## src/bmpg_pkg.sv

```systemverilog
`timescale 1ns / 1ps

package bmpg_pkg;

  // register indexes of the configuration port
  typedef enum logic [2:0] {
    CFG_BOX_WIDTH       = 3'd0,
    CFG_BOX_HEIGHT      = 3'd1,
    CFG_BOX_DEPTH       = 3'd2,
    CFG_WIDTH_SEGMENTS  = 3'd3,
    CFG_HEIGHT_SEGMENTS = 3'd4,
    CFG_DEPTH_SEGMENTS  = 3'd5
  } cfg_index_e;

  // face codes, also used as normal codes
  typedef enum logic [2:0] {
    FACE_PX = 3'd0,
    FACE_NX = 3'd1,
    FACE_PY = 3'd2,
    FACE_NY = 3'd3,
    FACE_PZ = 3'd4,
    FACE_NZ = 3'd5
  } face_e;

  // axis numbers
  localparam logic [1:0] AxisX = 2'd0;
  localparam logic [1:0] AxisY = 2'd1;
  localparam logic [1:0] AxisZ = 2'd2;

  localparam int SegW  = 9;
  localparam int ExtW  = 16;
  localparam int IdxW  = 19;
  localparam int TexW  = 17;
  localparam int QuoW  = 25;

  // per-face axis assignment; segment counts follow the first and second axes
  typedef struct packed {
    logic [1:0] ax_u;
    logic [1:0] ax_v;
    logic [1:0] ax_w;
    logic       neg_u;
    logic       neg_v;
    logic       neg_w;
  } face_desc_t;

  function automatic face_desc_t face_desc(input logic [2:0] f);
    face_desc_t d;
    case (f)
      FACE_PX: d = '{AxisZ, AxisY, AxisX, 1'b1, 1'b1, 1'b0};
      FACE_NX: d = '{AxisZ, AxisY, AxisX, 1'b0, 1'b1, 1'b1};
      FACE_PY: d = '{AxisX, AxisZ, AxisY, 1'b0, 1'b0, 1'b0};
      FACE_NY: d = '{AxisX, AxisZ, AxisY, 1'b0, 1'b1, 1'b1};
      FACE_PZ: d = '{AxisX, AxisY, AxisZ, 1'b0, 1'b1, 1'b0};
      FACE_NZ: d = '{AxisX, AxisY, AxisZ, 1'b1, 1'b1, 1'b1};
      default: d = '{AxisZ, AxisY, AxisX, 1'b1, 1'b1, 1'b0};
    endcase
    return d;
  endfunction

  // finished request handed to the output stage
  typedef struct packed {
    logic signed [15:0] pos_x;
    logic signed [15:0] pos_y;
    logic signed [15:0] pos_z;
    logic [2:0]         normal_code;
    logic [TexW-1:0]    tex_u;
    logic [TexW-1:0]    tex_v;
    logic [IdxW-1:0]    ia;
    logic [IdxW-1:0]    ib;
    logic [IdxW-1:0]    ic;
    logic [IdxW-1:0]    id;
    logic               pair;
    logic               err;
  } res_t;

endpackage

```

## src/bmpg_out.sv

```systemverilog
`timescale 1ns / 1ps

module bmpg_out
  import bmpg_pkg::*;
(
  input  logic         clk_i,
  input  logic         rst_ni,
  input  logic         valid_i,
  input  res_t         res_i,
  output logic         en_o,
  output logic         m_axis_tvalid,
  input  logic         m_axis_tready,
  // pos_x, pos_y, pos_z, normal_code, tex_u, tex_v, idx0, idx1, idx2, zero fill
  output logic [143:0] m_axis_tdata,
  output logic         m_axis_tlast,
  // error
  output logic         m_axis_tuser
);

  logic vld_q, vld_d;
  logic beat_q, beat_d;
  res_t res_q;
  logic final_beat;

  assign final_beat = !res_q.pair || beat_q;
  assign en_o       = !vld_q || (m_axis_tready && final_beat);

  // beat control: a cell result goes out as two transactions
  always_comb begin
    vld_d  = vld_q;
    beat_d = beat_q;
    if (en_o) begin
      vld_d  = valid_i;
      beat_d = 1'b0;
    end else if (m_axis_tready) begin
      beat_d = 1'b1;
    end
  end

  always_ff @(posedge clk_i or negedge rst_ni) begin
    if (!rst_ni) begin
      vld_q  <= 1'b0;
      beat_q <= 1'b0;
    end else begin
      vld_q  <= vld_d;
      beat_q <= beat_d;
    end
  end

  always_ff @(posedge clk_i) begin
    if (en_o) begin
      res_q <= res_i;
    end
  end

  assign m_axis_tvalid = vld_q;
  assign m_axis_tlast  = final_beat;
  assign m_axis_tuser  = res_q.err;
  assign m_axis_tdata  = {2'b00,
                          res_q.id,
                          beat_q ? res_q.ic : res_q.ib,
                          beat_q ? res_q.ib : res_q.ia,
                          res_q.tex_v, res_q.tex_u, res_q.normal_code,
                          res_q.pos_z, res_q.pos_y, res_q.pos_x};

endmodule

```

## config.mk

```make
export PLATFORM = sky130hd
export DESIGN_NAME = bmpg_out
export DESIGN_NICKNAME = d
export VERILOG_FILES = /design/src/bmpg_pkg.sv /design/src/bmpg_out.sv
export SDC_FILE = /design/constraint.sdc
export NUM_CORES = 1
export LEC_CHECK = 0
export ABC_CLOCK_PERIOD_IN_PS = 9650
export BUFFER_PORTS_ARGS = -buffer_cell sky130_fd_sc_hd__clkbuf_2
export CAP_MARGIN = 20
export CORE_AREA = 2 2 123 125
export DETAILED_ROUTE_END_ITERATION = 6
export DIE_AREA = 0 0 125 127
export HOLD_SLACK_MARGIN = 0.15
export PLACE_DENSITY = 0.78
export SLEW_MARGIN = 20
export SYNTH_ARGS = -nofsm -noshare
export SYNTH_HDL_FRONTEND = slang
export SYNTH_SLANG_ARGS = --single-unit
```

## constraint.sdc

```tcl
create_clock -name clk_i -period 9.65 [get_ports clk_i]
set_input_delay 1.93 -clock clk_i [delete_from_list [all_inputs] [get_ports clk_i]]
set_output_delay 1.93 -clock clk_i [all_outputs]
set_load 0.005 [all_outputs]
```

==> run_results.csv, run 1 <==
group,metric,value,unit
timing,fmax,210,MHz
final_layout,final_net_count,713,
clock_network,cts_tree,"built",
clock_network,h-tree-depth,4,
synthesis,yosys.area_share.simple,0.460,%
run,cap_violations,0,
timing,hold_ws,0.602,ns
synthesis,synth_area_leaders,"edfxtp_1 78%, buf_4 13%, mux2_2 6.8%",
die,core-area,14400,um2
drt,final_antenna_net_count,0,
synthesis,yosysTopAreaCellShare,78.2,%
setup_path,crit_top_cell,"clkbuf_2",
global_routing,grt_usage,14.7,%
final_layout,n_fill_cell,1151,
timing,rsz0062_at_grt,"no",
power,total_power,0.00179,W
global_routing,grt_antenna_before_repair,0,
global_routing,grt_max_degree,82,
synthesis,synth_edf_count,163,
setup_path,timing.setup.critical_path_class,"in2out",
die,die_h,127,um
clock_network,cts_buffers,17,
synthesis,synth-xor-area-share,0,%
synthesis,yosysMostFrequentCell,"edfxtp_1",
clock_network,clkLatencyLatePin,0.41,ns
synthesis,synth.area.mux_share,6.84,%
synthesis,synth_top_cell_by_area,"edfxtp_1",
clock_network,clk_path_buf_depth,2,
setup_path,crit_slowest_cell,"a21bo_4",
drt,wl,11.9,mm
die,die_w,125,um
setup_path,cp_slowest_stage_delay,0.53,ns
clock_network,clkTransAtPathRegs,0.06,ns
global_routing,overflow,0,
synthesis,synth_cell_type_count,14,
setup_path,critPathArrivalTime,2.83,ns
die,io_pins,315,
timing,setup-tns-final,0,ns
final_layout,antenna_cells,0,
synthesis,synth_compound_area_share,0.340,%
min_path,hp-class,"reg2reg",
synthesis,yosysSeqAreaShare,79.0,%
drt,drtIter0Drc,133,
placement,port_buffers,312,
die,dieArea,15900,um2
synthesis,synth_cells,322,
final_layout,multiInputGateArea,492,um2
drt,via_per_inst,4.37,
setup_path,worst-path-buf-inv,2,
setup_path,cp_top_family,"compound AO/OA/AOI/OAI gates",
timing,worstMarginPinSlew,1.01,ns
clock_network,cts-root-buf,"clkbuf_16",
clock_network,clock_sinks,165,
global_routing,grt_pass1_vias,3439,
power,leakagePower,3.35,nW
final_layout,seq_area,4950,um2
synthesis,mappedNetlistArea,6260,um2
setup_path,required,7.72,ns
synthesis,ys.flop_type,"edfxtp_1",
die,core.rowCount,44,
drt,wl_per_cell,16.0,um
drt,drt_first_pass_iters,4,
timing,setup_viol,0,
global_routing,grt_pass1_wl,17.5,mm
drt,drc,0,
synthesis,ys_seq_elements,165,
die,start_util,43.4,%
final_layout,drive_gt1_share,68.1,%
power,powerDensity,229,nW/um2
timing,period_needed,4.76,ns
final_layout,area_delta_synth_final,24.6,%
final_layout,final_core_util,54.1,%
run_status,status,"finished clean",
setup_path,worstSetupEndpointType,"primary output",
timing,maxSlewHeadroom,32.4,%
timing,finalMaxSlewViolations,0,
synthesis,synth_top_family_by_area,"buffers and inverters",
timing,period_share,49.3,%
power,ir_worst_vdd,0.150,mV
timing,hold_viol_final,0,
setup_path,start_kind,"primary input",
synthesis,syn_avg_cell_area,19.4,um2
timing,fin_worst_skew,0.00467,ns
synthesis,synthTopCellsByCount,"163 x edfxtp_1, 109 x buf_4, 38 x mux2_2",
setup_path,crit_chain,"clkbuf_2 > a21bo_4 > clkbuf_2",
clock_network,ctsResizeCount,0,
setup_path,worst-path-max-fanout,42,
synthesis,yosys_warnings,0,
clock_network,cts-hold-fix-buffers,0,
drt,via_count,3245,
clock_network,cts_setup_buffers,0,
synthesis,synthArstFlopShare,1.21,%
placement,gp_congestion,0.740,
synthesis,synthAdderAreaFrac,0,%
power by group:
| part | total, W | switching [W] | internal, W | leakage (nW) |
|---|---|---|---|---|
| Combinational | 0.000218 | 0.000108 | 0.000110 | 1.48 |
| Clock | 0.000633 | 0.000256 | 0.000377 | 0.258 |
| Sequential | 0.000934 | 0.0000349 | 0.000899 | 1.61 |
tightest hold or removal path, cell delays in order, from the launching register on:
cell and delay [ns]:
dfrtp_1 0.43, nand2_1 0.08, o21ai_0 0.06
per-stage QoR:
stage          cell area (um2)  std cells  setup slack (ns)
2_1_floorplan             6260        323              3.70
3_3_place_gp              7250        711              4.93
3_5_place_dp              7250        711              4.88
4_1_cts                   7800        742              4.88
5_1_grt                   7800        742              4.82
6_report                  7800        742              4.89
layer usage:
layer / global-route usage (%) / vias up / share of wire, %
met3: 7.54 / 13 / 10
li1: - / 1519 / -
met4: 5.16 / 0 / 1.6
met1: 14.8 / 1529 / 35
met5: 0 / - / 0
met2: 26.2 / 184 / 54
cell families after synthesis:
logic type | count (synthesis)
AOI/OAI and AO/OA | 3
other | 1
buffers and inverters | 111
and+or+nand+nor | 4
muxes | 38
DFF | 165
layout by cell type, fill, tap and decap left out:
master and instances:
nand3b_1 1, clkbuf_16 17, nor2_1 1, dfrtp_1 1, o21ai_0 1, clkbuf_1 4, mux2_2 38, nand2_1 1
clkinv_1 2, clkinv_2 2, dfrtp_2 1, a31oi_1 1, clkbuf_2 312, bufinv_16 2, inv_1 1, buf_4 2
clkinv_4 1, clkinvlp_4 3, conb_1 2, nand2b_4 1, a21bo_4 1, edfxtp_1 163
state kept, by name (all words and copies together), names as in the netlist:
signal         flops
m_axis_tuser       1
m_axis_tvalid      1
res_q             58
m_axis_tdata     104
beat_q             1
path summary, 6_finish.rpt:
| check | startpoint | endpoint | slack [ns] | cells past startpoint |
|---|---|---|---|---|
| hold / removal | m_axis_tvalid | beat_q | 0.60 | 2 |
| setup reg to reg | beat_q | m_axis_tdata[5] | 6.50 | 3 |
| hold reg to reg | m_axis_tvalid | beat_q | 0.60 | 2 |
| min in group asynchronous | rst_ni | beat_q | 1.30 | 1 |
| setup / recovery | m_axis_tready | en_o | 4.89 | 3 |
| max in group asynchronous | rst_ni | beat_q | 8.24 | 1 |
layout make-up:
| class | count | area share, % |
|---|---|---|
| Clock buffer | 21 | 5.65 |
| Timing Repair Buffer | 314 | 20.2 |
| Multi-Input combinational cell | 47 | 6.31 |
| Sequential cell | 165 | 63.4 |
| Tap cell | 184 | 2.95 |
| Inverter | 1 | 0.0481 |
| Clock inverter | 10 | 1.40 |
Power figures use the tool's default switching activity.
==> inputs of run 2 (changes only) <==
--- a/config.mk
+++ b/config.mk
@@ -5,12 +5,12 @@
 export SDC_FILE = /design/constraint.sdc
 export NUM_CORES = 1
 export LEC_CHECK = 0
-export ABC_CLOCK_PERIOD_IN_PS = 9650
+export ABC_CLOCK_PERIOD_IN_PS = 3800
 export BUFFER_PORTS_ARGS = -buffer_cell sky130_fd_sc_hd__clkbuf_2
 export CAP_MARGIN = 20
-export CORE_AREA = 2 2 123 125
+export CORE_MARGIN = 2
+export CORE_UTILIZATION = 41
 export DETAILED_ROUTE_END_ITERATION = 6
-export DIE_AREA = 0 0 125 127
 export HOLD_SLACK_MARGIN = 0.15
 export PLACE_DENSITY = 0.78
 export SLEW_MARGIN = 20
==> constraint.sdc (replaced) <==
create_clock -name clk_i -period 3.8 [get_ports clk_i]
set_input_delay 0.76 -clock clk_i [delete_from_list [all_inputs] [get_ports clk_i]]
set_output_delay 0.76 -clock clk_i [all_outputs]
set_load 0.005 [all_outputs]
==> run 2 against run 1 <==
- critical path depth unchanged
- register-to-register slack worse by 5.3 ns
- global-route usage up 0.083 points
- combinational power rose to 2.6 times the previous value
- cell count up 0.81%
- sequential power rose to 2.5 times the previous value
- design area up 0.72%
- die area up 2.5%
==> run_results.csv, run 2 (synthesized netlist as in run 1, its figures left out) <==
group,metric,value,unit
clock_network,h-tree-depth,4,
global_routing,grt_max_degree,164,
timing,fin_worst_skew,0.00844,ns
min_path,hp-class,"in2reg",
timing,period_share,72.0,%
clock_network,clkLatencyLatePin,0.41,ns
drt,drtIter0Drc,179,
clock_network,clock_sinks,165,
power,ir_worst_vdd,0.543,mV
setup_path,critPathArrivalTime,1.98,ns
die,core-area,15000,um2
die,start_util,41.6,%
placement,dp_hpwl,9.14,mm
clock_network,clk_path_buf_depth,2,
die,core.rowCount,45,
drt,drc,0,
run_status,status,"finished clean",
die,die_h,128,um
clock_network,ctsResizeCount,0,
setup_path,rrSetupSlack,1.20,ns
final_layout,area_delta_synth_final,25.5,%
drt,final_antenna_net_count,0,
timing,finalMaxSlewViolations,0,
power,powerDensity,586,nW/um2
global_routing,grt_pass1_wl,17.6,mm
final_layout,antenna_cells,0,
final_layout,final_common_cell,"clkbuf_2",
power,p_switching,0.00106,W
setup_path,cp_slowest_stage_delay,0.62,ns
placement,port_buffers,312,
drt,via_per_inst,4.41,
setup_path,crit_slowest_cell,"dfrtp_1",
clock_network,cts_tree,"built",
final_layout,final_cell_mix,"312 x clkbuf_2, 163 x edfxtp_1, 38 x mux2_2, 17 x clkbuf_16, 5 x clkinvlp_4",
final_layout,largest_reg_flops,104,
power,p_sw_share,23.0,%
setup_path,worst-path-buf-inv,2,
timing,hold_ws,0.516,ns
setup_path,cp_top_family,"flip-flops",
power,internal_power,0.00354,W
die,die_w,128,um
timing,period_needed,2.74,ns
setup_path,required,3.04,ns
clock_network,clkTransAtPathRegs,0.07,ns
drt,wl_per_cell,16.3,um
run,cap_violations,0,
power,sequentialPowerShare,51.3,%
drt,drt_first_pass_iters,4,
setup_path,crit_chain,"buf_4 > mux2_2 > clkbuf_2",
clock_network,cts-root-buf,"clkbuf_16",
setup_path,start_kind,"flop",
final_layout,stdcell_area,7850,um2
final_layout,drive_gt1_share,68.6,%
power,total_power,0.00460,W
die,io_pins,315,
timing,worstMarginPinSlew,1.08,ns
drt,wl,12.2,mm
power,leakagePower,3.37,nW
power,clockPowerShare,36.1,%
drt,via_count,3301,
clock_network,cts_buffers,17,
timing,setup-tns-final,0,ns
placement,placed_cell_area,7260,um2
global_routing,grt_pass1_vias,3332,
die,dieArea,16300,um2
global_routing,grt_usage,14.8,%
setup_path,timing.setup.critical_path_class,"reg2out",
power,combPwrFrac,12.6,%
global_routing,grt_antenna_before_repair,0,
placement,gp_congestion,0.800,
final_layout,final_net_count,714,
timing,fmax,366,MHz
timing,hold_viol_final,0,
global_routing,overflow,0,
timing,setup_viol,0,
timing,maxSlewHeadroom,28.2,%
setup_path,worst-path-max-fanout,28,
setup_path,worstSetupEndpointType,"primary output",
timing,rsz0062_at_grt,"no",
run 2: changes by cell type in the layout (fill, tap and decap cells not counted), sizes merged:
cell,delta
clkinvlp,+2
dlygate4sd3,+1
clkinv,-2
inv,+4
clkbuf,-3
run 2: routing by layer:
layer | GRT usage, % | share of wire (%) | wire (um)
met1 | 17.2 | 39 | 4740
met2 | 24.4 | 52 | 6280
met3 | 5.53 | 7.6 | 931
met4 | 6.79 | 1.8 | 224
met5 | 0 | 0 | 0
run 2: repair_timing:
| item | 4_1_cts | 5_1_grt |
|---|---|---|
| setup buffers | 0 | 0 |
| hold buffers | 1 | 0 |
| hold endpoints to repair | 2 | 0 |
| setup endpoints to repair | 0 | 0 |
run 2: area by class of cell:
type,instances,area [um2]
inverters,1,3.75
fillers,1215,7180
clock inverters,14,150
multi-input cells,47,492
repair buffers,315,1600
well taps,188,235
flip-flops and latches,165,4940
clock buffers,18,429
run 2: per-stage QoR:
step,std cells,util (%),worst slack [ns]
floorplan,323,-,0.185
global placement,715,48.3,1.43
detailed placement,715,48.3,1.29
CTS,748,52.2,1.03
global route,748,52.2,0.930
finish,748,52.2,1.06
run 2: power by group through the flow:
stage	clock, W	combinational [W]	sequential (W)
detailed placement	0	0.000587	0.00240
global route	0.00179	0.000629	0.00238
global placement	0	0.000568	0.00239
CTS	0.00171	0.000588	0.00236
floorplan	0	0.000416	0.00238
finish	0.00166	0.000577	0.00236
run 2: path summary, 6_finish.rpt:
kind	start	to	depth (start not counted)
setup reg to reg	beat_q	m_axis_tdata[133]	4
hold reg to reg	m_axis_tvalid	beat_q	2
setup / recovery	beat_q	m_axis_tdata[92]	3
max in group asynchronous	rst_ni	beat_q	2
min in group asynchronous	rst_ni	m_axis_tvalid	2
hold / removal	res_i[103]	m_axis_tdata[59]	1
