===== src/bmpg_div.sv =====
`timescale 1ns / 1ps

module bmpg_div #(
  parameter int NUM_W  = 25,
  parameter int DEN_W  = 9,
  parameter int STAGES = 5
) (
  input  logic             clk_i,
  input  logic             en_i,
  input  logic [NUM_W-1:0] num_i,
  input  logic [DEN_W-1:0] den_i,
  output logic [NUM_W-1:0] quo_o
);

  localparam int Sps  = (NUM_W + STAGES - 1) / STAGES;
  localparam int PadW = Sps * STAGES;

  logic [PadW-1:0]  a_q [STAGES];
  logic [DEN_W:0]   r_q [STAGES];
  logic [DEN_W-1:0] d_q [STAGES];

  for (genvar s = 0; s < STAGES; s++) begin : g_stage
    logic [PadW-1:0]  a_in;
    logic [DEN_W:0]   r_in;
    logic [DEN_W-1:0] d_in;
    logic [PadW-1:0]  a_d;
    logic [DEN_W:0]   r_d;

    if (s == 0) begin : g_first
      assign a_in = PadW'(num_i);
      assign r_in = '0;
      assign d_in = den_i;
    end else begin : g_next
      assign a_in = a_q[s-1];
      assign r_in = r_q[s-1];
      assign d_in = d_q[s-1];
    end

    // restoring division, a few quotient bits per stage
    always_comb begin
      a_d = a_in;
      r_d = r_in;
      for (int k = 0; k < Sps; k++) begin
        r_d = {r_d[DEN_W-1:0], a_d[PadW-1]};
        a_d = {a_d[PadW-2:0], 1'b0};
        if (r_d >= {1'b0, d_in}) begin
          r_d    = r_d - {1'b0, d_in};
          a_d[0] = 1'b1;
        end
      end
    end

    always_ff @(posedge clk_i) begin
      if (en_i) begin
        a_q[s] <= a_d;
        r_q[s] <= r_d;
        d_q[s] <= d_in;
      end
    end
  end

  assign quo_o = a_q[STAGES-1][NUM_W-1:0];

endmodule


===== config.mk =====
export PLATFORM = sky130hd
export DESIGN_NAME = bmpg_div
export DESIGN_NICKNAME = d
export VERILOG_FILES = /design/src/bmpg_div.sv
export SDC_FILE = /design/constraint.sdc
export NUM_CORES = 1
export LEC_CHECK = 0
export BUFFER_PORTS_ARGS = -buffer_cell sky130_fd_sc_hd__buf_2
export CAP_MARGIN = 30
export CELL_PAD_IN_SITES_DETAIL_PLACEMENT = 1
export CELL_PAD_IN_SITES_GLOBAL_PLACEMENT = 1
export CORE_AREA = 2 2 200 202
export DETAILED_ROUTE_END_ITERATION = 10
export DIE_AREA = 0 0 202 204
export PLACE_DENSITY = 0.82
export SLEW_MARGIN = 30
export SYNTH_ARGS = -nofsm -noshare
export SYNTH_HDL_FRONTEND = slang
export SYNTH_SLANG_ARGS = --single-unit

===== constraint.sdc =====
create_clock -name clk_i -period 17.88 [get_ports clk_i]
set_input_delay 1.788 -clock clk_i [delete_from_list [all_inputs] [get_ports clk_i]]
set_output_delay 1.788 -clock clk_i [all_outputs]
set_load 0.01 [all_outputs]

==> results_dict.tcl, run 1 <==
set metrics [dict create \
    non_filler_cells_final 2269 \
    relSlewSlack 0.3628 \
    tritoncts_num_sinks 197 \
    worst_ep_required_time_ns 18.11 \
    worst_path_bufs_invs 4 \
    via_count_normalized_by_instance_count 5.778 \
    drt-total-wl_mm 44.93 \
    seq_area_frac_synth 0.3401 \
    chipHeight_um 204 \
    synth_edf_count 197 \
    grt_pass1_wl_mm 72.26 \
    grt-ovfl-total 0 \
    place_congestion 0.9192 \
    hold_path_startpoint "a_q[0][19]" \
    hp_class "flip-flop to flip-flop" \
    total_die_area_um2 41210 \
    hold_viol 0 \
    syn-instance-count 1684 \
    cp_max_fo 10 \
    syn_to_final_growth_pct 7.387 \
    coreArea_um2 39180 \
    cts_post_setup_buffers_inserted 0 \
    clock_path_buffers 2 \
    first_pass_detailed_route_iteration_total 5 \
    ys_ff_latch 197 \
    dr_total_vias 13110 \
    outcome "completed" \
    cts_made_buffers 17 \
    fp-row-count 73 \
    worstReg2RegStart "d_q[0][10]" \
    clk_root_buffer_cell "sky130_fd_sc_hd__clkbuf_16" \
    max_cap_check_violation_count 0 \
    fin_hold_ws_ns 0.4159 \
    syn_area_per_cell_um2 10.33 \
    first_global_vias 13880 \
    layout.nets 2008 \
    crit_path_frequent_cell "sky130_fd_sc_hd__mux2_2" \
    fin_util 0.4767 \
    drc 0 \
    mappedNetlistArea_um2 17400 \
    max_freq_mhz 83.21 \
    dp.final_hpwl_mm 35.61 \
    tightestPinTransition_ns 0.9558 \
    share_of_layout_cells_above_drive_strength_1 0.1342 \
    layout_worst_path_cycle_share 0.6721 \
    setup.worst_path.end_class "flip-flop" \
    post_cts_resized 0 \
    drt-initial-drc-count 674 \
    main_flop_type_after_synthesis "sky130_fd_sc_hd__edfxtp_1" \
    setup_violations 0 \
    die_w_um 202 \
    portBuffers 60 \
    critical_path_arrival_ns 12.25 \
    antenna_found_initial 0 \
    wire_per_inst_um 19.80 \
    finClkSkew_ns 0.01312 \
    clock_latency_ns 0.48 \
    synthArstFlopShare 0 \
    timing_max_transition_violations_final 0 \
    cpPeakStageDelay_ns 0.59 \
    setup_crit_start "d_q[0][10]" \
    cts.clk_slew.worst_paths_ns 0.07 \
    cts_max_level 4 \
    grt_util_all_layers 0.2210 \
    worstSetupPathType "flip-flop to flip-flop" \
    setup.worst_path.start_class "flip-flop" \
    antenna_cells_inserted 0 \
    cts_tree "built" \
    ys_warn_count 0 \
    setup_tns_ns 0 \
    fin_crit_ns 12.02 \
    floorplan.io_pins 61 \
    synth_cell_type_count 85 \
    total_of_fill_cells_in_the_finished_design 4397 \
    post_cts_hold_buffer_count 0 \
    cell_count_post_placement 2237 \
    grt_start_max_net_pins 78 \
    critical-path-top-delay-family "compound AO/OA/AOI/OAI gates" \
    rsz0062_at_grt "false" \
    ant_nets 0 \
    worst_path_max_delay_cell "sky130_fd_sc_hd__edfxtp_1" \
    synth.net_count 1961 \
    start_util 0.4439 \
]
## state kept, by name, summed over array words and instances (netlist names)
| signal | flops |
|---|---|
| r_q | 36 |
| a_q | 125 |
| d_q | 36 |
## cells by family after synthesis
logic type / Yosys count / synth area share
multiplexers: 136 / 0.08797
buffers and inverters: 188 / 0.04690
AND/OR/NAND/NOR: 356 / 0.1067
flip-flops: 197 / 0.3401
AO/OA/AOI/OAI: 425 / 0.1641
XOR/XNOR: 141 / 0.07099
adder cells (fa/ha/maj): 241 / 0.1833
## cell type report
| type | count | area (µm²) | share of cell area |
|---|---|---|---|
| well taps | 525 | 656.9 | 0.03516 |
| clock buffers | 18 | 429.2 | 0.02297 |
| multi-input cells | 1299 | 10670 | 0.5711 |
| clock inverters | 14 | 102.6 | 0.005492 |
| repair buffers | 62 | 327.8 | 0.01755 |
| inverters | 154 | 580.6 | 0.03108 |
| flip-flops and latches | 197 | 5916 | 0.3167 |
## worst paths after layout
kind | endpoint | slack [ns] | cells after the start
setup / recovery | r_q[0][22] | 5.86 | 40
setup reg to reg | r_q[0][22] | 5.86 | 40
hold reg to reg | a_q[0][49] | 0.42 | 0
hold / removal | a_q[0][49] | 0.42 | 0
## worst reg2reg max path, delay by kind of cell (launching register included)
kind	cells	cell delay, ns
compound gates	19	4.73
mux	7	2.62
fa+ha+maj	5	2.00
simple gates	5	1.00
buf+inv	4	0.81
flops	1	0.59
## cells in the mapped netlist, types with 23 or more instances
cell | number | area share
sky130_fd_sc_hd__xnor2_1 | 94 | 0.047
sky130_fd_sc_hd__nor2b_1 | 42 | 0.015
sky130_fd_sc_hd__nand4_1 | 37 | 0.013
sky130_fd_sc_hd__xor2_1 | 47 | 0.024
sky130_fd_sc_hd__a21o_1 | 58 | 0.025
sky130_fd_sc_hd__nor2_1 | 100 | 0.022
sky130_fd_sc_hd__a21oi_1 | 113 | 0.033
sky130_fd_sc_hd__edfxtp_1 | 197 | 0.34
sky130_fd_sc_hd__inv_1 | 143 | 0.031
sky130_fd_sc_hd__fa_1 | 23 | 0.026
sky130_fd_sc_hd__buf_4 | 25 | 0.011
sky130_fd_sc_hd__nand2_1 | 52 | 0.011
sky130_fd_sc_hd__o21ai_0 | 84 | 0.024
sky130_fd_sc_hd__nand2b_1 | 29 | 0.010
sky130_fd_sc_hd__ha_1 | 218 | 0.16
sky130_fd_sc_hd__nor3_1 | 30 | 0.0086
sky130_fd_sc_hd__mux2i_1 | 33 | 0.019
sky130_fd_sc_hd__mux2_2 | 94 | 0.061
## layout by cell type, fill, tap and decap left out, types with 8 or more instances in the layout
cell type | Yosys | final
sky130_fd_sc_hd__nor2b_1 | 42 | 42
sky130_fd_sc_hd__a21o_1 | 58 | 58
sky130_fd_sc_hd__mux2_2 | 94 | 94
sky130_fd_sc_hd__a21oi_1 | 113 | 112
sky130_fd_sc_hd__o41ai_1 | 8 | 8
sky130_fd_sc_hd__nand3_1 | 9 | 9
sky130_fd_sc_hd__a211oi_1 | 17 | 17
sky130_fd_sc_hd__o21ai_0 | 84 | 83
sky130_fd_sc_hd__inv_2 | 9 | 9
sky130_fd_sc_hd__mux2i_1 | 33 | 33
sky130_fd_sc_hd__or2_2 | 11 | 11
sky130_fd_sc_hd__xor2_1 | 47 | 47
sky130_fd_sc_hd__inv_1 | 143 | 143
sky130_fd_sc_hd__nand2b_1 | 29 | 29
sky130_fd_sc_hd__clkbuf_16 | 0 | 17
sky130_fd_sc_hd__buf_2 | 5 | 59
sky130_fd_sc_hd__fa_1 | 23 | 23
sky130_fd_sc_hd__nand4_1 | 37 | 37
sky130_fd_sc_hd__xnor2_1 | 94 | 94
sky130_fd_sc_hd__o21bai_1 | 14 | 14
sky130_fd_sc_hd__o22ai_1 | 9 | 9
sky130_fd_sc_hd__edfxtp_1 | 197 | 197
sky130_fd_sc_hd__nand2_1 | 52 | 52
sky130_fd_sc_hd__o21a_1 | 19 | 19
sky130_fd_sc_hd__nor3_1 | 30 | 30
sky130_fd_sc_hd__and3_1 | 8 | 8
sky130_fd_sc_hd__ha_1 | 218 | 218
sky130_fd_sc_hd__nor2_1 | 100 | 100
sky130_fd_sc_hd__and2_1 | 8 | 8
sky130_fd_sc_hd__o31ai_1 | 9 | 9
## metal layers
layer	vias to the layer above	share of wire	routed length (µm)	global-route usage
met5	-	0	0	0
met4	0	0.028	1261	0.08088
met3	87	0.030	1356	0.03587
met2	228	0.51	23040	0.4028
met1	6452	0.43	19270	0.2616
li1	6344	-	-	-
## per-stage QoR
stage               setup slack [ns]  instance area (µm²)
floorplan                      7.375                17400
global placement               6.135                18140
detailed placement             5.462                18140
CTS                            5.894                18670
global route                   4.944                18680
finish                         5.863                18680
Power of run 1 is left out: the tool's default activity adds up to more than one toggle a clock period on the data nets, which glitch-free logic cannot reach.
==> run 2, diff against run 1 <==
--- a/config.mk
+++ b/config.mk
@@ -5,14 +5,15 @@
 export SDC_FILE = /design/constraint.sdc
 export NUM_CORES = 1
 export LEC_CHECK = 0
+export ABC_AREA = 1
 export BUFFER_PORTS_ARGS = -buffer_cell sky130_fd_sc_hd__buf_2
 export CAP_MARGIN = 30
 export CELL_PAD_IN_SITES_DETAIL_PLACEMENT = 1
 export CELL_PAD_IN_SITES_GLOBAL_PLACEMENT = 1
-export CORE_AREA = 2 2 200 202
+export CORE_AREA = 2 2 205 207
 export DETAILED_ROUTE_END_ITERATION = 10
-export DIE_AREA = 0 0 202 204
-export PLACE_DENSITY = 0.82
+export DIE_AREA = 0 0 207 209
+export PLACE_DENSITY = 0.85
 export SLEW_MARGIN = 30
 export SYNTH_ARGS = -nofsm -noshare
 export SYNTH_HDL_FRONTEND = slang
==> constraint.sdc (replaced) <==
create_clock -name clk_i -period 11.85 [get_ports clk_i]
set_input_delay 1.185 -clock clk_i [delete_from_list [all_inputs] [get_ports clk_i]]
set_output_delay 1.185 -clock clk_i [all_outputs]
set_load 0.01 [all_outputs]
==> results_dict.tcl, run 2 <==
set metrics [dict create \
    outcome "completed" \
    largestRegisters "a_q (125), d_q (36), r_q (36)" \
    clock_latency_ns 0.50 \
    dp.final_hpwl_mm 39.80 \
    mappedNetlistArea_um2 18320 \
    layout_worst_path_cycle_share 0.8873 \
    commonest_non_fill_non_tap_cell_in_the_layout "sky130_fd_sc_hd__nand2_1" \
    setup.worst_path.start_class "flip-flop" \
    syn-instance-count 2291 \
    hold_viol 0 \
    total_die_area_um2 43260 \
    timing_max_transition_violations_final 0 \
    antenna_cells_inserted 0 \
    worstReg2RegStart "d_q[0][19]" \
    fp-row-count 75 \
    main_flop_type_after_synthesis "sky130_fd_sc_hd__edfxtp_1" \
    start_util 0.4437 \
    seq_area_frac_synth 0.3229 \
    cpPeakStageDelay_ns 0.66 \
    dr_total_vias 15560 \
    clock_path_buffers 2 \
    ys_ff_latch 197 \
    cp_max_fo 15 \
    die_w_um 207 \
    largest_register "a_q" \
    synth_area_leaders "sky130_fd_sc_hd__edfxtp_1 32%, sky130_fd_sc_hd__ha_1 15%, sky130_fd_sc_hd__nand2_1 14%" \
    synth.top_cell.area_share 0.3229 \
    grt-ovfl-total 0 \
    first_global_vias 16560 \
    synth_xor_xnor_area_share 0.06454 \
    ys_top_cells_by_count "679 x sky130_fd_sc_hd__nand2_1, 310 x sky130_fd_sc_hd__inv_1, 218 x sky130_fd_sc_hd__ha_1, 197 x sky130_fd_sc_hd__edfxtp_1, 161 x sky130_fd_sc_hd__nand3_1" \
    layout.nets 2608 \
    synth_edf_count 197 \
    yosys.cell_count.top_type "sky130_fd_sc_hd__nand2_1" \
    ys_warn_count 0 \
    drt-total-wl_mm 50.03 \
    cts_tree "built" \
    share_of_layout_cells_above_drive_strength_1 0.08362 \
    post_cts_resized 0 \
    ff2ff_path_depth 49 \
    grt_pass1_wl_mm 82.49 \
    largest_register_ffs 125 \
    share_of_the_synthesized_area_in_compound_gates_ao_oa_aoi_oai 0.09650 \
    syn_to_final_growth_pct 6.912 \
    first_pass_detailed_route_iteration_total 7 \
    synthAdderAreaFrac 0.1740 \
    setup.worst_path.end_class "flip-flop" \
    most-common-layout-cells "679 x sky130_fd_sc_hd__nand2_1, 310 x sky130_fd_sc_hd__inv_1, 218 x sky130_fd_sc_hd__ha_1" \
    dominant_combinational_cell_family_by_area_after_synthesis "simple AND/OR/NAND/NOR gates" \
    crit_path_frequent_cell "sky130_fd_sc_hd__nand2_1" \
    cell_count_post_placement 2851 \
    place_congestion 0.9316 \
    wire_per_inst_um 17.35 \
    syn_area_per_cell_um2 7.997 \
    ant_nets 0 \
    synthArstFlopShare 0 \
    coreArea_um2 41290 \
    synth_cell_type_count 48 \
    non_filler_cells_final 2883 \
    finClkSkew_ns 0.01218 \
    grt_start_max_net_pins 82 \
    fin_crit_ns 10.51 \
    setup_violations 0 \
    cts.clk_slew.worst_paths_ns 0.08 \
    hp_class "flip-flop to flip-flop" \
    muxShareOfSynthArea 0 \
    clk_root_buffer_cell "sky130_fd_sc_hd__clkbuf_16" \
    synth.net_count 2568 \
    max_freq_mhz 95.11 \
    worstSetupPathType "flip-flop to flip-flop" \
    portBuffers 60 \
    reg2reg_setup_slack_ns 1.34 \
    hold_path_startpoint "a_q[0][15]" \
    via_count_normalized_by_instance_count 5.398 \
    drc 0 \
    max_cap_check_violation_count 0 \
    min_delay_worst_endpoint "a_q[0][45]" \
    worst_path_max_delay_cell "sky130_fd_sc_hd__edfxtp_1" \
    rsz0062_at_grt "false" \
    hold_path_depth 0 \
    floorplan.io_pins 61 \
    cts_post_setup_buffers_inserted 0 \
    relSlewSlack 0.4770 \
    tritoncts_num_sinks 197 \
    antenna_found_initial 0 \
    yosysTopAreaCell "sky130_fd_sc_hd__edfxtp_1" \
    worst_r2r_endpoint "r_q[0][36]" \
    critical_path_arrival_ns 10.87 \
    setup_tns_ns 0 \
    cts_made_buffers 17 \
    post_cts_hold_buffer_count 0 \
    worst_ep_required_time_ns 12.20 \
    drt-initial-drc-count 677 \
    grt_util_all_layers 0.2364 \
    synth-simple-area-share 0.2600 \
    cts_max_level 4 \
    chipHeight_um 209 \
    tightestPinTransition_ns 0.7647 \
]
-- run 2: cell types whose count changed after synthesis, sizes merged, moves of 43 or more --
cell / change
nand2: +658
nand3: +177
inv: +162
mux2: -101
a21o: -50
xnor2: -43
-- run 2: stage by stage --
step                      setup slack [ns]    util  hold WS (ns)  area (µm²)
after floorplan                      3.535       -        0.4003       18320
after global placement               1.737  0.4601        0.4003       19000
after detailed placement             1.466  0.4601        0.4052       19000
after CTS                            1.413  0.4742        0.4244       19580
after global routing                0.4565  0.4744        0.4273       19590
final                                1.336  0.4744        0.4224       19590
-- run 2: per-layer routing --
metal	up-vias	share of wire	routed length, µm	track usage
met5	-	0	0	0
met2	245	0.51	25330	0.4315
met1	7512	0.44	21840	0.2795
met3	96	0.029	1441	0.03817
met4	0	0.028	1414	0.08498
li1	7709	-	-	-
-- run 2: final cells by class --
class,instances,area [µm²]
Timing Repair Buffer,62,331.6
Clock inverter,15,155.1
Sequential cell,197,5916
Fill cell,5146,21700
Inverter,315,1182
Multi-Input combinational cell,1738,10900
Tap cell,539,674.4
Clock buffer,17,425.4
-- run 2: logic make-up (layout without fill, tap and decap cells) --
group,Yosys count,in the layout
AND/OR/NAND/NOR,1061,1061
AO/OA/AOI/OAI,301,301
adder cells (fa/ha/maj),241,241
flip-flops,197,197
buffers and inverters,356,409
XOR/XNOR,135,135
-- run 2: worst max path at each step --
stage	endpoint	cells after the start	slack (ns)	start
finish	r_q[0][36]	49	1.34	d_q[0][19]
global placement	r_q[0][32]	49	1.74	d_q[0][19]
CTS	r_q[0][38]	48	1.41	d_q[0][19]
detailed placement	r_q[0][34]	48	1.47	d_q[0][19]
global route	r_q[0][36]	50	0.46	d_q[0][19]
floorplan	r_q[0][31]	53	3.54	d_q[0][19]
-- run 2: worst max-delay path, delay by kind of cell, from the launching register on --
family	cells	cell delay, ns
fa+ha+maj	5	1.89
flops	1	0.66
compound gates	15	3.83
simple gates	25	3.40
buf+inv	4	0.54
Power of run 2 is left out for the same reason.
==> run 3, diff against run 2 <==
--- a/config.mk
+++ b/config.mk
@@ -13,7 +13,7 @@
 export CORE_AREA = 2 2 205 207
 export DETAILED_ROUTE_END_ITERATION = 10
 export DIE_AREA = 0 0 207 209
-export PLACE_DENSITY = 0.85
+export PLACE_DENSITY = 0.76
 export SLEW_MARGIN = 30
 export SYNTH_ARGS = -nofsm -noshare
 export SYNTH_HDL_FRONTEND = slang
==> results_dict.tcl, run 3 (synthesis results as in run 2) <==
set metrics [dict create \
    outcome "completed" \
    tightestPinTransition_ns 0.8882 \
    largest_register "a_q" \
    syn_to_final_growth_pct 7.062 \
    most-common-layout-cells "679 x sky130_fd_sc_hd__nand2_1, 310 x sky130_fd_sc_hd__inv_1, 218 x sky130_fd_sc_hd__ha_1" \
    max_cap_check_violation_count 0 \
    antenna_found_initial 0 \
    worstSetupPathType "flip-flop to flip-flop" \
    grt-ovfl-total 0 \
    hold_viol 0 \
    layout.nets 2608 \
    drc 0 \
    crit_path_frequent_cell "sky130_fd_sc_hd__nand2_1" \
    post_cts_resized 0 \
    chipHeight_um 209 \
    area.sequential_um2 5916 \
    hp_class "flip-flop to flip-flop" \
    timing_max_transition_violations_final 0 \
    multiInputGateArea_um2 10900 \
    commonest_non_fill_non_tap_cell_in_the_layout "sky130_fd_sc_hd__nand2_1" \
    setup.worst_path.start_class "flip-flop" \
    rsz0062_at_grt "false" \
    worst_ep_required_time_ns 12.19 \
    finClkSkew_ns 0.01541 \
    layout_worst_path_cycle_share 0.8869 \
    largest_register_ffs 125 \
    total_die_area_um2 43260 \
    drt-total-wl_mm 49.24 \
    cts_max_level 4 \
    cts.clk_slew.worst_paths_ns 0.08 \
    critical_path_arrival_ns 10.85 \
    worst_path_max_delay_cell "sky130_fd_sc_hd__edfxtp_1" \
    setup_violations 0 \
    first_global_vias 16140 \
    grt_pass1_wl_mm 81.25 \
    max_freq_mhz 95.15 \
    cts_tree "built" \
    via_count_normalized_by_instance_count 5.290 \
    grt_util_all_layers 0.2340 \
    dp.final_hpwl_mm 39.41 \
    cts_post_setup_buffers_inserted 0 \
    wire_per_inst_um 17.08 \
    cp_max_fo 15 \
    share_of_layout_cells_above_drive_strength_1 0.08319 \
    dr_total_vias 15250 \
    floorplan.io_pins 61 \
    setup.worst_path.end_class "flip-flop" \
    relSlewSlack 0.3926 \
    clock_path_buffers 2 \
    place_congestion 0.9067 \
    clock_latency_ns 0.50 \
    total_of_fill_cells_in_the_finished_design 5150 \
    cpPeakStageDelay_ns 0.62 \
    antenna_cells_inserted 0 \
    fp-row-count 75 \
    portBuffers 60 \
    largestRegisters "a_q (125), d_q (36), r_q (36)" \
    fin_crit_ns 10.51 \
    tritoncts_num_sinks 197 \
    clk_root_buffer_cell "sky130_fd_sc_hd__clkbuf_16" \
    drt-initial-drc-count 572 \
    post_cts_hold_buffer_count 0 \
    die_w_um 207 \
    grt_start_max_net_pins 83 \
    ant_nets 0 \
    setup_tns_ns 0 \
    coreArea_um2 41290 \
    start_util 0.4437 \
    first_pass_detailed_route_iteration_total 5 \
    cts_made_buffers 17 \
]
-- run 3: cell count changes in the layout (fill, tap and decap cells not counted) --
cell,change
sky130_fd_sc_hd__bufinv_16,+1
sky130_fd_sc_hd__clkinv_1,+1
sky130_fd_sc_hd__clkinv_2,-1
sky130_fd_sc_hd__clkinv_4,-4
sky130_fd_sc_hd__clkinv_8,+1
sky130_fd_sc_hd__clkinvlp_4,+2
sky130_fd_sc_hd__inv_12,+1
sky130_fd_sc_hd__inv_6,+1
sky130_fd_sc_hd__inv_8,-2
-- run 3: critical path, delay by kind of cell, from the launching register on --
family                   cells  cell delay (ns)
buffers and inverters        3             0.48
AND/OR/NAND/NOR             27             3.51
adder cells (fa/ha/maj)      5             2.03
flip-flops                   1             0.62
AO/OA/AOI/OAI               13             3.67
-- run 3: stage by stage --
stage	worst slack, ns	hold slack [ns]	util	instance area, µm²	std cells
after global routing	0.2680	0.4282	0.4750	19610	2883
after detailed placement	1.313	0.4056	0.4601	19000	2851
after global placement	1.602	0.4000	0.4601	19000	2851
after floorplan	3.535	0.4003	-	18320	2291
final	1.340	0.4200	0.4750	19610	2883
after CTS	1.265	0.4203	0.4748	19610	2883
-- run 3: final cells by class --
class,instances,area share
Clock buffer,17,0.02169
Clock inverter,15,0.009314
Inverter,315,0.06028
Multi-Input combinational cell,1738,0.5558
Sequential cell,197,0.3016
Tap cell,539,0.03438
Timing Repair Buffer,62,0.01690
-- run 3: worst paths after layout --
kind | from | end | slack (ns) | cells after the start
hold reg to reg | a_q[0][44] | a_q[0][74] | 0.42 | 0
setup reg to reg | d_q[0][19] | r_q[0][38] | 1.34 | 48
setup / recovery | d_q[0][19] | r_q[0][38] | 1.34 | 48
hold / removal | a_q[0][44] | a_q[0][74] | 0.42 | 0
-- run 3: per-layer routing --
| layer | part of all wire | vias up | GRT usage |
|---|---|---|---|
| met1 | 0.45 | 7290 | 0.2849 |
| met5 | 0 | - | 0 |
| li1 | - | 7729 | - |
| met4 | 0.020 | 0 | 0.07192 |
| met2 | 0.50 | 169 | 0.4236 |
| met3 | 0.024 | 63 | 0.03622 |
Power of run 3 is left out for the same reason.
